--- src/sv/asp_pkg.sv ---
`default_nettype none
package asp_pkg;

	typedef enum logic [2:0] {
		MODE_STEP     = 3'd0,
		MODE_TOUCH    = 3'd1,
		MODE_POLL     = 3'd2,
		MODE_ARM      = 3'd3,
		MODE_DISARM   = 3'd4,
		MODE_STOP     = 3'd5,
		MODE_FAR_STOP = 3'd6,
		MODE_RESTART  = 3'd7
	} mode_t;

	typedef enum logic [1:0] {
		ACT_NONE   = 2'd0,
		ACT_ARM    = 2'd1,
		ACT_DISARM = 2'd2
	} action_t;

	// register indexes on the config port
	localparam logic REG_SETTLE_TIME     = 1'b0;
	localparam logic REG_TOUCH_DEAD_TIME = 1'b1;

	localparam logic [31:0] SETTLE_TIME_RST     = 32'd0;
	localparam logic [31:0] TOUCH_DEAD_TIME_RST = 32'd500;

	// x / 1000 == (x * DIV_MAGIC) >> DIV_SHIFT for every 32-bit x
	localparam logic [31:0] DIV_MAGIC = 32'h1062_4DD3;
	localparam int          DIV_SHIFT = 38;

	typedef struct packed {
		action_t     action;
		logic        armed;
		logic        settling;
		logic        stop;
		logic        dead;
		logic        hb_ok;
		logic [31:0] stops;
		logic [31:0] run_ms;   // elapsed ms of current or last run
	} core_res_t;

	typedef struct packed {
		action_t     action;
		logic        armed;
		logic        settling;
		logic        stop;
		logic        dead;
		logic        hb_ok;
		logic [31:0] stops;
		logic [22:0] run_sec;
	} out_res_t;

endpackage
`default_nettype wire

--- src/sv/asp_core.sv ---
`default_nettype none
module asp_core
	import asp_pkg::*;
(
	input  wire logic        clk,
	input  wire logic        arst_n,
	input  wire logic        fire,
	input  wire mode_t       mode,
	input  wire logic [31:0] now_time,
	input  wire logic [31:0] settle_time,
	input  wire logic [31:0] touch_dead_time,
	output core_res_t        res_s2
);

	logic [31:0] last_touch_q, deadline_q, run_start_q, run_ms_q, stop_total_q;
	logic        stop_q, settling_q, armed_q, dead_before_q, owed_q;

	logic [31:0] last_touch_n, deadline_n, run_start_n, run_ms_n, stop_total_n;
	logic        stop_n, settling_n, armed_n, dead_before_n, owed_n;
	action_t     act;

	logic        dead_now, dead_rise, owed_poll, reached, dead_out;

	assign dead_now  = (now_time - last_touch_q) >= touch_dead_time;
	assign dead_rise = dead_now && !dead_before_q;
	assign owed_poll = owed_q || (dead_rise && armed_q);
	// deadline reached: (deadline - now) is zero or negative as signed
	assign reached   = (deadline_q - now_time - 32'd1) >= 32'h7FFF_FFFF;

	always_comb begin
		last_touch_n  = last_touch_q;
		deadline_n    = deadline_q;
		run_start_n   = run_start_q;
		run_ms_n      = run_ms_q;
		stop_total_n  = stop_total_q;
		stop_n        = stop_q;
		settling_n    = settling_q;
		armed_n       = armed_q;
		dead_before_n = dead_before_q;
		owed_n        = owed_q;
		act           = ACT_NONE;
		unique case (mode)
			MODE_STEP: begin
				stop_total_n  = stop_total_q + {31'd0, dead_rise};
				dead_before_n = dead_now;
				settling_n    = settling_q && !dead_rise;
				owed_n        = 1'b0;
				if (owed_poll && armed_q) begin
					armed_n     = 1'b0;
					settling_n  = 1'b0;
					run_start_n = 32'd0;
					act         = ACT_DISARM;
				end else begin
					if ((dead_now || stop_q) && armed_q) begin
						armed_n    = 1'b0;
						settling_n = 1'b0;
						act        = ACT_DISARM;
					end
					if (settling_n && reached) begin
						settling_n = 1'b0;
						if (!stop_q && !dead_now) begin
							armed_n = 1'b1;
							act     = ACT_ARM;
						end
					end
					if (armed_n) begin
						// zero start means not started
						run_start_n = (run_start_q == 32'd0) ? now_time : run_start_q;
						run_ms_n    = now_time - run_start_n;
					end else begin
						run_start_n = 32'd0;
					end
				end
			end
			MODE_TOUCH: begin
				last_touch_n = now_time;
			end
			MODE_POLL: begin
				stop_total_n  = stop_total_q + {31'd0, dead_rise};
				dead_before_n = dead_now;
				settling_n    = settling_q && !dead_rise;
				owed_n        = owed_poll;
			end
			MODE_ARM: begin
				if (!dead_now) begin
					stop_n     = 1'b0;
					settling_n = 1'b1;
					deadline_n = now_time + settle_time;
				end
			end
			MODE_DISARM: begin
				settling_n = 1'b0;
				armed_n    = 1'b0;
			end
			MODE_STOP: begin
				stop_n       = 1'b1;
				stop_total_n = stop_total_q + 32'd1;
				settling_n   = 1'b0;
			end
			MODE_FAR_STOP: begin
				stop_n       = 1'b1;
				stop_total_n = stop_total_q + 32'd1;
				settling_n   = 1'b0;
				armed_n      = 1'b0;
			end
			MODE_RESTART: begin
				last_touch_n  = now_time;
				deadline_n    = 32'd0;
				run_start_n   = 32'd0;
				run_ms_n      = 32'd0;
				stop_total_n  = 32'd0;
				stop_n        = 1'b0;
				settling_n    = 1'b0;
				armed_n       = 1'b0;
				dead_before_n = 1'b0;
				owed_n        = 1'b0;
			end
			default: begin
			end
		endcase
	end

	// touch and restart move last-touch to now: age zero
	assign dead_out = (mode == MODE_TOUCH || mode == MODE_RESTART) ?
		(touch_dead_time == 32'd0) : dead_now;

	always_ff @(posedge clk or negedge arst_n) begin
		if (!arst_n) begin
			last_touch_q  <= 32'd0;
			deadline_q    <= 32'd0;
			run_start_q   <= 32'd0;
			run_ms_q      <= 32'd0;
			stop_total_q  <= 32'd0;
			stop_q        <= 1'b0;
			settling_q    <= 1'b0;
			armed_q       <= 1'b0;
			dead_before_q <= 1'b0;
			owed_q        <= 1'b0;
		end else if (fire) begin
			last_touch_q  <= last_touch_n;
			deadline_q    <= deadline_n;
			run_start_q   <= run_start_n;
			run_ms_q      <= run_ms_n;
			stop_total_q  <= stop_total_n;
			stop_q        <= stop_n;
			settling_q    <= settling_n;
			armed_q       <= armed_n;
			dead_before_q <= dead_before_n;
			owed_q        <= owed_n;
		end
	end

	always_ff @(posedge clk) begin
		if (fire) begin
			res_s2.action   <= act;
			res_s2.armed    <= armed_n;
			res_s2.settling <= settling_n;
			res_s2.stop     <= stop_n;
			res_s2.dead     <= dead_out;
			res_s2.hb_ok    <= !stop_n && !dead_out;
			res_s2.stops    <= stop_total_n;
			res_s2.run_ms   <= run_ms_n;
		end
	end

	a_hold: assert property (@(posedge clk) disable iff (!arst_n)
		!fire |=> $stable(stop_total_q) && $stable(armed_q) && $stable(settling_q))
		else $error("state moved without an item");
	a_restart: assert property (@(posedge clk) disable iff (!arst_n)
		fire && mode == MODE_RESTART |=> stop_total_q == 32'd0 && !armed_q && !owed_q)
		else $error("restart left state behind");
	a_far_stop: assert property (@(posedge clk) disable iff (!arst_n)
		fire && mode == MODE_FAR_STOP |=> stop_q && !armed_q && !settling_q)
		else $error("far stop did not latch and disarm");
	a_arm_stop: assert property (@(posedge clk) disable iff (!arst_n)
		fire && mode == MODE_STEP && act == ACT_ARM |-> !stop_q && !dead_now)
		else $error("armed while stopped or touch dead");

endmodule
`default_nettype wire

--- src/sv/asp_div.sv ---
`default_nettype none
module asp_div
	import asp_pkg::*;
(
	input  wire logic      clk,
	input  wire logic      load,
	input  wire core_res_t res_s2,
	output out_res_t       res_s3
);

	logic [63:0] prod;
	logic [22:0] quot;

	// ms to whole seconds by reciprocal multiply
	assign prod = {32'd0, res_s2.run_ms} * {32'd0, DIV_MAGIC};
	assign quot = 23'(prod >> DIV_SHIFT);

	always_ff @(posedge clk) begin
		if (load) begin
			res_s3.action   <= res_s2.action;
			res_s3.armed    <= res_s2.armed;
			res_s3.settling <= res_s2.settling;
			res_s3.stop     <= res_s2.stop;
			res_s3.dead     <= res_s2.dead;
			res_s3.hb_ok    <= res_s2.hb_ok;
			res_s3.stops    <= res_s2.stops;
			res_s3.run_sec  <= quot;
		end
	end

endmodule
`default_nettype wire

--- src/sv/arming_safety_policy.sv ---
`default_nettype none
// Channel   Dir  Handshake          Payload
// s_        in   s_tvalid/s_tready  s_tuser[2:0] mode, s_tdata[31:0] now_time
// m_        out  m_tvalid/m_tready  m_tdata[63:0] result fields
// cfg_      in   cfg_we             cfg_index selects register, cfg_data value
//
// One result per transfer in, one transfer per cycle sustained while m_tready stays high.
// The pipeline has an input register, the policy update and the ms-to-seconds
// multiply into the output register.
// The policy state updates as each item fires, so back-to-back items see each
// other's effects. Stalls on m_ back up through the stage valids to s_tready.
// arst_n clears state, valids and config (settle 0 ms, dead time 500 ms).
module arming_safety_policy
	import asp_pkg::*;
(
	input  wire logic        clk,
	input  wire logic        arst_n,
	input  wire logic        s_tvalid,
	output logic             s_tready,
	input  wire logic [31:0] s_tdata,   // [31:0] now_time
	input  wire logic [2:0]  s_tuser,   // [2:0] mode
	output logic             m_tvalid,
	input  wire logic        m_tready,
	// [1:0] action, [2] is_armed, [3] is_settling, [4] stop_latched,
	// [5] touch_is_dead, [6] heartbeat_ok, [38:7] stops_seen,
	// [61:39] run_time_seconds, [63:62] zero
	output logic [63:0]      m_tdata,
	input  wire logic        cfg_we,
	input  wire logic        cfg_index,
	input  wire logic [31:0] cfg_data
);

	logic [31:0] settle_time_q, touch_dead_time_q;
	logic        v1_q, v2_q, v3_q;
	logic        rdy2, rdy3, fire;
	mode_t       mode_s1;
	logic [31:0] now_s1;
	core_res_t   res_s2;
	out_res_t    res_s3;

	// config writes are to come only while idle; the block does not enforce this
	always_ff @(posedge clk or negedge arst_n) begin
		if (!arst_n) begin
			settle_time_q     <= SETTLE_TIME_RST;
			touch_dead_time_q <= TOUCH_DEAD_TIME_RST;
		end else if (cfg_we) begin
			unique case (cfg_index)
				REG_SETTLE_TIME:     settle_time_q     <= cfg_data;
				REG_TOUCH_DEAD_TIME: touch_dead_time_q <= cfg_data;
				default: begin
				end
			endcase
		end
	end

	// each stage loads when empty or when its contents move on
	assign rdy3     = !v3_q || m_tready;
	assign rdy2     = !v2_q || rdy3;
	assign s_tready = !v1_q || rdy2;
	assign fire     = v1_q && rdy2;

	always_ff @(posedge clk or negedge arst_n) begin
		if (!arst_n) begin
			v1_q <= 1'b0;
			v2_q <= 1'b0;
			v3_q <= 1'b0;
		end else begin
			if (s_tready) v1_q <= s_tvalid;
			if (rdy2)     v2_q <= v1_q;
			if (rdy3)     v3_q <= v2_q;
		end
	end

	always_ff @(posedge clk) begin
		if (s_tready && s_tvalid) begin
			mode_s1 <= mode_t'(s_tuser);
			now_s1  <= s_tdata;
		end
	end

	asp_core u_core (
		.clk             (clk),
		.arst_n          (arst_n),
		.fire            (fire),
		.mode            (mode_s1),
		.now_time        (now_s1),
		.settle_time     (settle_time_q),
		.touch_dead_time (touch_dead_time_q),
		.res_s2          (res_s2)
	);

	asp_div u_div (
		.clk    (clk),
		.load   (v2_q && rdy3),
		.res_s2 (res_s2),
		.res_s3 (res_s3)
	);

	assign m_tvalid = v3_q;
	assign m_tdata  = {2'b00, res_s3.run_sec, res_s3.stops, res_s3.hb_ok, res_s3.dead,
		res_s3.stop, res_s3.settling, res_s3.armed, res_s3.action};

	a_in_free: assert property (@(posedge clk) disable iff (!arst_n)
		!v1_q |-> s_tready)
		else $error("empty input stage refused a transfer");
	a_drain: assert property (@(posedge clk) disable iff (!arst_n)
		v3_q && m_tready && !v2_q |=> !v3_q)
		else $error("output kept a result already taken");
	a_fill: assert property (@(posedge clk) disable iff (!arst_n)
		fire |=> v2_q)
		else $error("processed item lost between stages");

endmodule
`default_nettype wire
--- config.mk ---
export PLATFORM = sky130hd
export DESIGN_NAME = arming_safety_policy
export DESIGN_NICKNAME = d
export VERILOG_FILES = /design/src/sv/asp_pkg.sv /design/src/sv/asp_core.sv /design/src/sv/asp_div.sv /design/src/sv/arming_safety_policy.sv
export SDC_FILE = /design/constraint.sdc
export NUM_CORES = 2
export LEC_CHECK = 0
export BUFFER_PORTS_ARGS = -buffer_cell sky130_fd_sc_hd__buf_2
export CAP_MARGIN = 40
export CORE_MARGIN = 5
export CORE_UTILIZATION = 29
export DETAILED_ROUTE_END_ITERATION = 7
export GPL_ROUTABILITY_DRIVEN = 0
export HOLD_SLACK_MARGIN = 0.06
export PLACE_DENSITY = 0.5
export SLEW_MARGIN = 40
export SYNTH_ARGS = -nofsm -noshare
export SYNTH_HDL_FRONTEND = slang
export SYNTH_SLANG_ARGS = --single-unit
--- constraint.sdc ---
create_clock -name clk -period 8.52 [get_ports clk]
set_clock_uncertainty 0.2 [all_clocks]
set_input_delay 2.13 -clock clk [delete_from_list [all_inputs] [get_ports clk]]
set_output_delay 2.13 -clock clk [all_outputs]
set_load 0.03 [all_outputs]
Word-level counts from Yosys, hierarchy flattened
Cells that the tools add are included.
{"block": "word_totals", "out_inout_bits": 66, "wordCells": 134, "reg_bits": 400}
{"block": "classes", "multipliers": 1, "magnitude_cmp": 2, "eq_ne": 8, "bitwise": 2, "reduce_logical": 47, "addsub": 7, "muxes": 33}
{"operator": "$mux 32", "n": 6}
{"operator": "$pmux 32 s2", "n": 3}
{"operator": "$pmux 32 s3", "n": 1}
{"operator": "$sub 32x32->32", "n": 3}
{"operator": "$logic_not 32->1", "n": 2}
{"operator": "$mul 32x29->61 const B", "n": 1}
{"operator": "$add 32x1->32", "n": 1}
{"operator": "$add 32x1->32 const B", "n": 1}
{"operator": "$add 32x32->32", "n": 1}
{"operator": "$ge 32x31->1 const B", "n": 1}
{"operator": "$ge 32x32->1", "n": 1}
{"operator": "$sub 32x1->32 const B", "n": 1}
{"operator": "$mux 1", "n": 14}
{"operator": "$eq 3x3->1 const B", "n": 4}
{"operator": "$reduce_and 2->1", "n": 6}
{"operator": "$logic_and 1x1->1", "n": 11}
{"operator": "$reduce_or 2->1", "n": 5}
{"operator": "$logic_not 1->1", "n": 9}
{"operator": "$mux 2", "n": 4}
{"operator": "$reduce_bool 2->1", "n": 4}
{"operator": "$eq 3x2->1 const B", "n": 2}
{"operator": "$logic_or 1x1->1", "n": 6}
{"operator": "$pmux 1 s2", "n": 3}
{"operator": "$pmux 1 s4", "n": 1}
{"operator": "8 further kinds", "n": 9}

Logic depth before layout (Yosys ltp)
{"block": "logic_depth", "ltp_word": 15, "ltp_mapped": 38}

Cells and area by module
From an unflattened synthesis, not the netlist that was laid out.
{"block": "hier_totals", "cells_unflattened": 3713, "hier_area_um2": 37582.3}
{"module": "asp_core", "area_each_um2": 17520.6, "instances": 1, "cells_per_inst": 1958}
{"module": "asp_div", "area_each_um2": 16423.3, "instances": 1, "cells_per_inst": 1568}
{"module": "arming_safety_policy", "area_each_um2": 3638.5, "instances": 1, "cells_per_inst": 187}

Worst setup path before layout
Ideal clock, no wire load.
{"block": "synth_path", "kind": "register -> register", "start": "register, netlist name u_core.res_s2[15]", "end": "register, netlist name u_div.res_s3[21]", "n_path_buf": 0, "synth_period_minus_slack_ns": 7.480, "setup_ns": 0.259, "path_stages_with_launch": 25, "arrival_time_ns": 7.021, "t_required_ns": 8.061, "setup_slack_ns": 1.040, "cell_sequence": "edfxtp_1 ha_1 fa_1 fa_1 inv_1 fa_1 inv_1 fa_1 fa_1 fa_1 inv_1 fa_1 inv_1 ha_1 a21o_1 a21o_1 a21o_1 a211o_1 a21oi_1 a21oi_1 a221oi_1 o21ai_0 a21o_1 a21oi_1 xnor2_1"}
{"block": "synth_between", "elab_chain_cells": 1}
{"item": "$mul 32x29->61", "line": "asp_div.sv:15", "source": "assign prod = {32'd0, res_s2.run_ms} * {32'd0, DIV_MAGIC};"}
{"item": "via u_div.prod[59]", "line": "asp_div.sv:11", "source": "logic [63:0] prod;"}
The timed path passes the listed nets, and every way through them passes these cells.
A chain may end at the register's enable or synchronous reset.

Final worst setup path
{"block": "layout_path", "start": "register, netlist name u_core.res_s2[19]", "end": "register, netlist name u_div.res_s3[17]"}
{"block": "layout_between", "elab_chain_cells": 1}
{"item": "$mul 32x29->61", "line": "asp_div.sv:15"}
{"item": "via u_div.prod[55]", "line": "asp_div.sv:11"}
The timed path passes the listed nets, and every way through them passes these cells.

==> out/metrics.yaml <==
outcome: "completed"
vias: 26253
end_kind: "flip-flop"
h-tree-depth: 2
yosys.area.top_type_share: 0.186
postCtsSetupBuffers: 0
critPathMaxFanout: 7
worstMarginPinSlew_ns: 0.762
rsz0062_at_grt: "false"
min_path_type: "reg -> reg"
routed_wl_um: 99800
antenna_found_initial: 1
row_count: 130
maxSlewViolCount: 0
arrival_ns: 8.26
regArea_sq_um: 10900
cts_buffer_depth: 3
clock_latency_ns: 0.64
num-fill-cells: 12895
cts.sinks: 400
synth_area_per_cell_sq_um: 9.99
drt_iter0_markers: 1501
grt_start_max_net_pins: 79
grt_pass1_wl_um: 158000
synth_top_flop_cell: "dfrtp_1"
holdBufCountCts: 0
fin_nets: 4786
criticalPathCategory: "reg -> reg"
die_x_um: 366
postPlaceCellArea_sq_um: 40000
seq_area_frac_synth: 0.296
multi_input_area_sq_um: 23100
drv_cap: 0
grt_pass1_vias: 27316
root_buffer: "clkbuf_16"
ys_ff_latch: 400
final_cell_mix: "inv_1, ha_1, nand2_1"
first_pass_iters: 7
final_common_cell: "inv_1"
numCtsBuffers: 50
start_util: 0.292
yosysUniqueCellTypes: 85
coreArea_sq_um: 126000
async_flop_share: 0.580
cp.required_ns: 8.75
die_h_um: 366
post_drt_wl_per_cell_um: 18.0
hpwl_um: 81000
min_period_ns: 8.03
via_per_inst: 4.72
r2r_slack_ns: 0.49
hold_violations: 0
critPathLaunchType: "flip-flop"
final.period_utilization: 0.942
fp.dieArea_sq_um: 134000
portBuffers: 136
fin_area_sq_um: 41800
relSlewSlack: 0.490
grt_util_all_layers: 0.148
max_freq_ghz: 0.125
pin_count: 139
synth_area_leaders: "ha_1, fa_1, dfrtp_1, edfxtp_1, inv_1"
clk_pin_slew_worst_paths_ns: 0.06
cts_tree: "built"
ys_warn_count: 0
ant_nets: 0
grt-ovfl-total: 0
finalSetupViolCount: 0
syn-cell-area_sq_um: 36700
drc: 0
fin_setup_tns_ns: 0
syn2layout_area_growth_pct: 13.9
drive_above_1_share: 0.110
cts.repair.resized: 0
yosysTopAreaCell: "ha_1"
synthCells: 3673
synth-edff-count: 168
==> cells in the mapped netlist (63+ instances only) <==
| master | n |
|---|---|
| edfxtp_1 | 168 |
| fa_1 | 302 |
| a21o_1 | 90 |
| nand2_1 | 308 |
| ha_1 | 546 |
| mux2_2 | 67 |
| a21oi_1 | 172 |
| nand3_1 | 105 |
| o21ai_0 | 182 |
| clkbuf_1 | 63 |
| dfrtp_1 | 226 |
| nor2_1 | 100 |
| inv_1 | 640 |
==> through the flow <==
step	std cells	util	setup slack, ns	hold WS, ns
final	5559	0.333	0.493	0.205
after global routing	5558	0.333	0.0417	0.220
after CTS	5557	0.332	0.465	0.199
after detailed placement	5463	0.318	0.455	0.205
after global placement	5456	0.317	0.623	0.204
after floorplan	3674	-	1.04	0.200
==> worst paths after layout <==
kind                              startpoint  cells after the start                      to
setup reg to reg           u_core.res_s2[19]                     25        u_div.res_s3[17]
min in group asynchronous             arst_n                      1  u_core.stop_total_q[8]
max in group asynchronous             arst_n                      3    touch_dead_time_q[6]
hold / removal             u_core.res_s2[68]                      0        u_div.res_s3[59]
setup / recovery           u_core.res_s2[19]                     25        u_div.res_s3[17]
hold reg to reg            u_core.res_s2[68]                      0        u_div.res_s3[59]
==> cells by family (layout without fill, tap and decap cells) <==
| family | after synthesis | after routing | share of synthesized area |
|---|---|---|---|
| fa+ha+maj | 848 | 848 | 0.351 |
| simple gates | 749 | 749 | 0.0965 |
| compound gates | 751 | 751 | 0.130 |
| other cells | 1 | 4 | 0.000102 |
| flops | 400 | 400 | 0.296 |
| buf+inv | 733 | 966 | 0.0761 |
| mux | 78 | 78 | 0.0236 |
| xor+xnor | 113 | 113 | 0.0270 |
==> flip-flops by register name (all words and copies together) (netlist names), 3 cells and up <==
| signal | flops |
|---|---|
| u_div.res_s3 | 62 |
| u_core.last_touch_q | 32 |
| u_core.run_ms_q | 32 |
| mode_s1 | 3 |
| u_core.res_s2 | 71 |
| u_core.run_start_q | 32 |
| settle_time_q | 32 |
| now_s1 | 32 |
| touch_dead_time_q | 32 |
| u_core.stop_total_q | 32 |
| u_core.deadline_q | 32 |
==> critical path, stage by stage, from the launching register on <==
cell and delay (ns):
edfxtp_1 0.55, ha_1 0.40, fa_1 0.42, fa_1 0.54
inv_1 0.05, fa_1 0.50, inv_1 0.06, fa_1 0.52
fa_1 0.44, fa_1 0.54, inv_1 0.05, fa_1 0.55
inv_1 0.06, ha_1 0.35, a21o_1 0.19, a21o_1 0.17
a21o_1 0.17, a211o_1 0.28, a21oi_1 0.13, buf_4 0.16
a211oi_1 0.12, or3b_1 0.39, a31o_2 0.26, a21oi_1 0.23
o21ai_0 0.17, a221oi_1 0.32
==> layer usage <==
layer	routed length [um]	global-route usage	up-vias
met5	0	0	-
met3	3170	0.0190	147
met2	46800	0.248	433
met4	3750	0.0517	0
met1	46100	0.198	12702
li1	-	-	12971
==> cell type report <==
class,count,share of cell area
clock inverter,40,0.0132
tap,1650,0.0494
inverter,641,0.0576
antenna,2,0.000120
sequential,400,0.260
clock buffer,54,0.0308
timing repair buffer,231,0.0366
multi-input combinational,2541,0.553
Power is left out: the tool's default activity adds up to more than one toggle a clock period on the data nets, which glitch-free logic cannot reach.
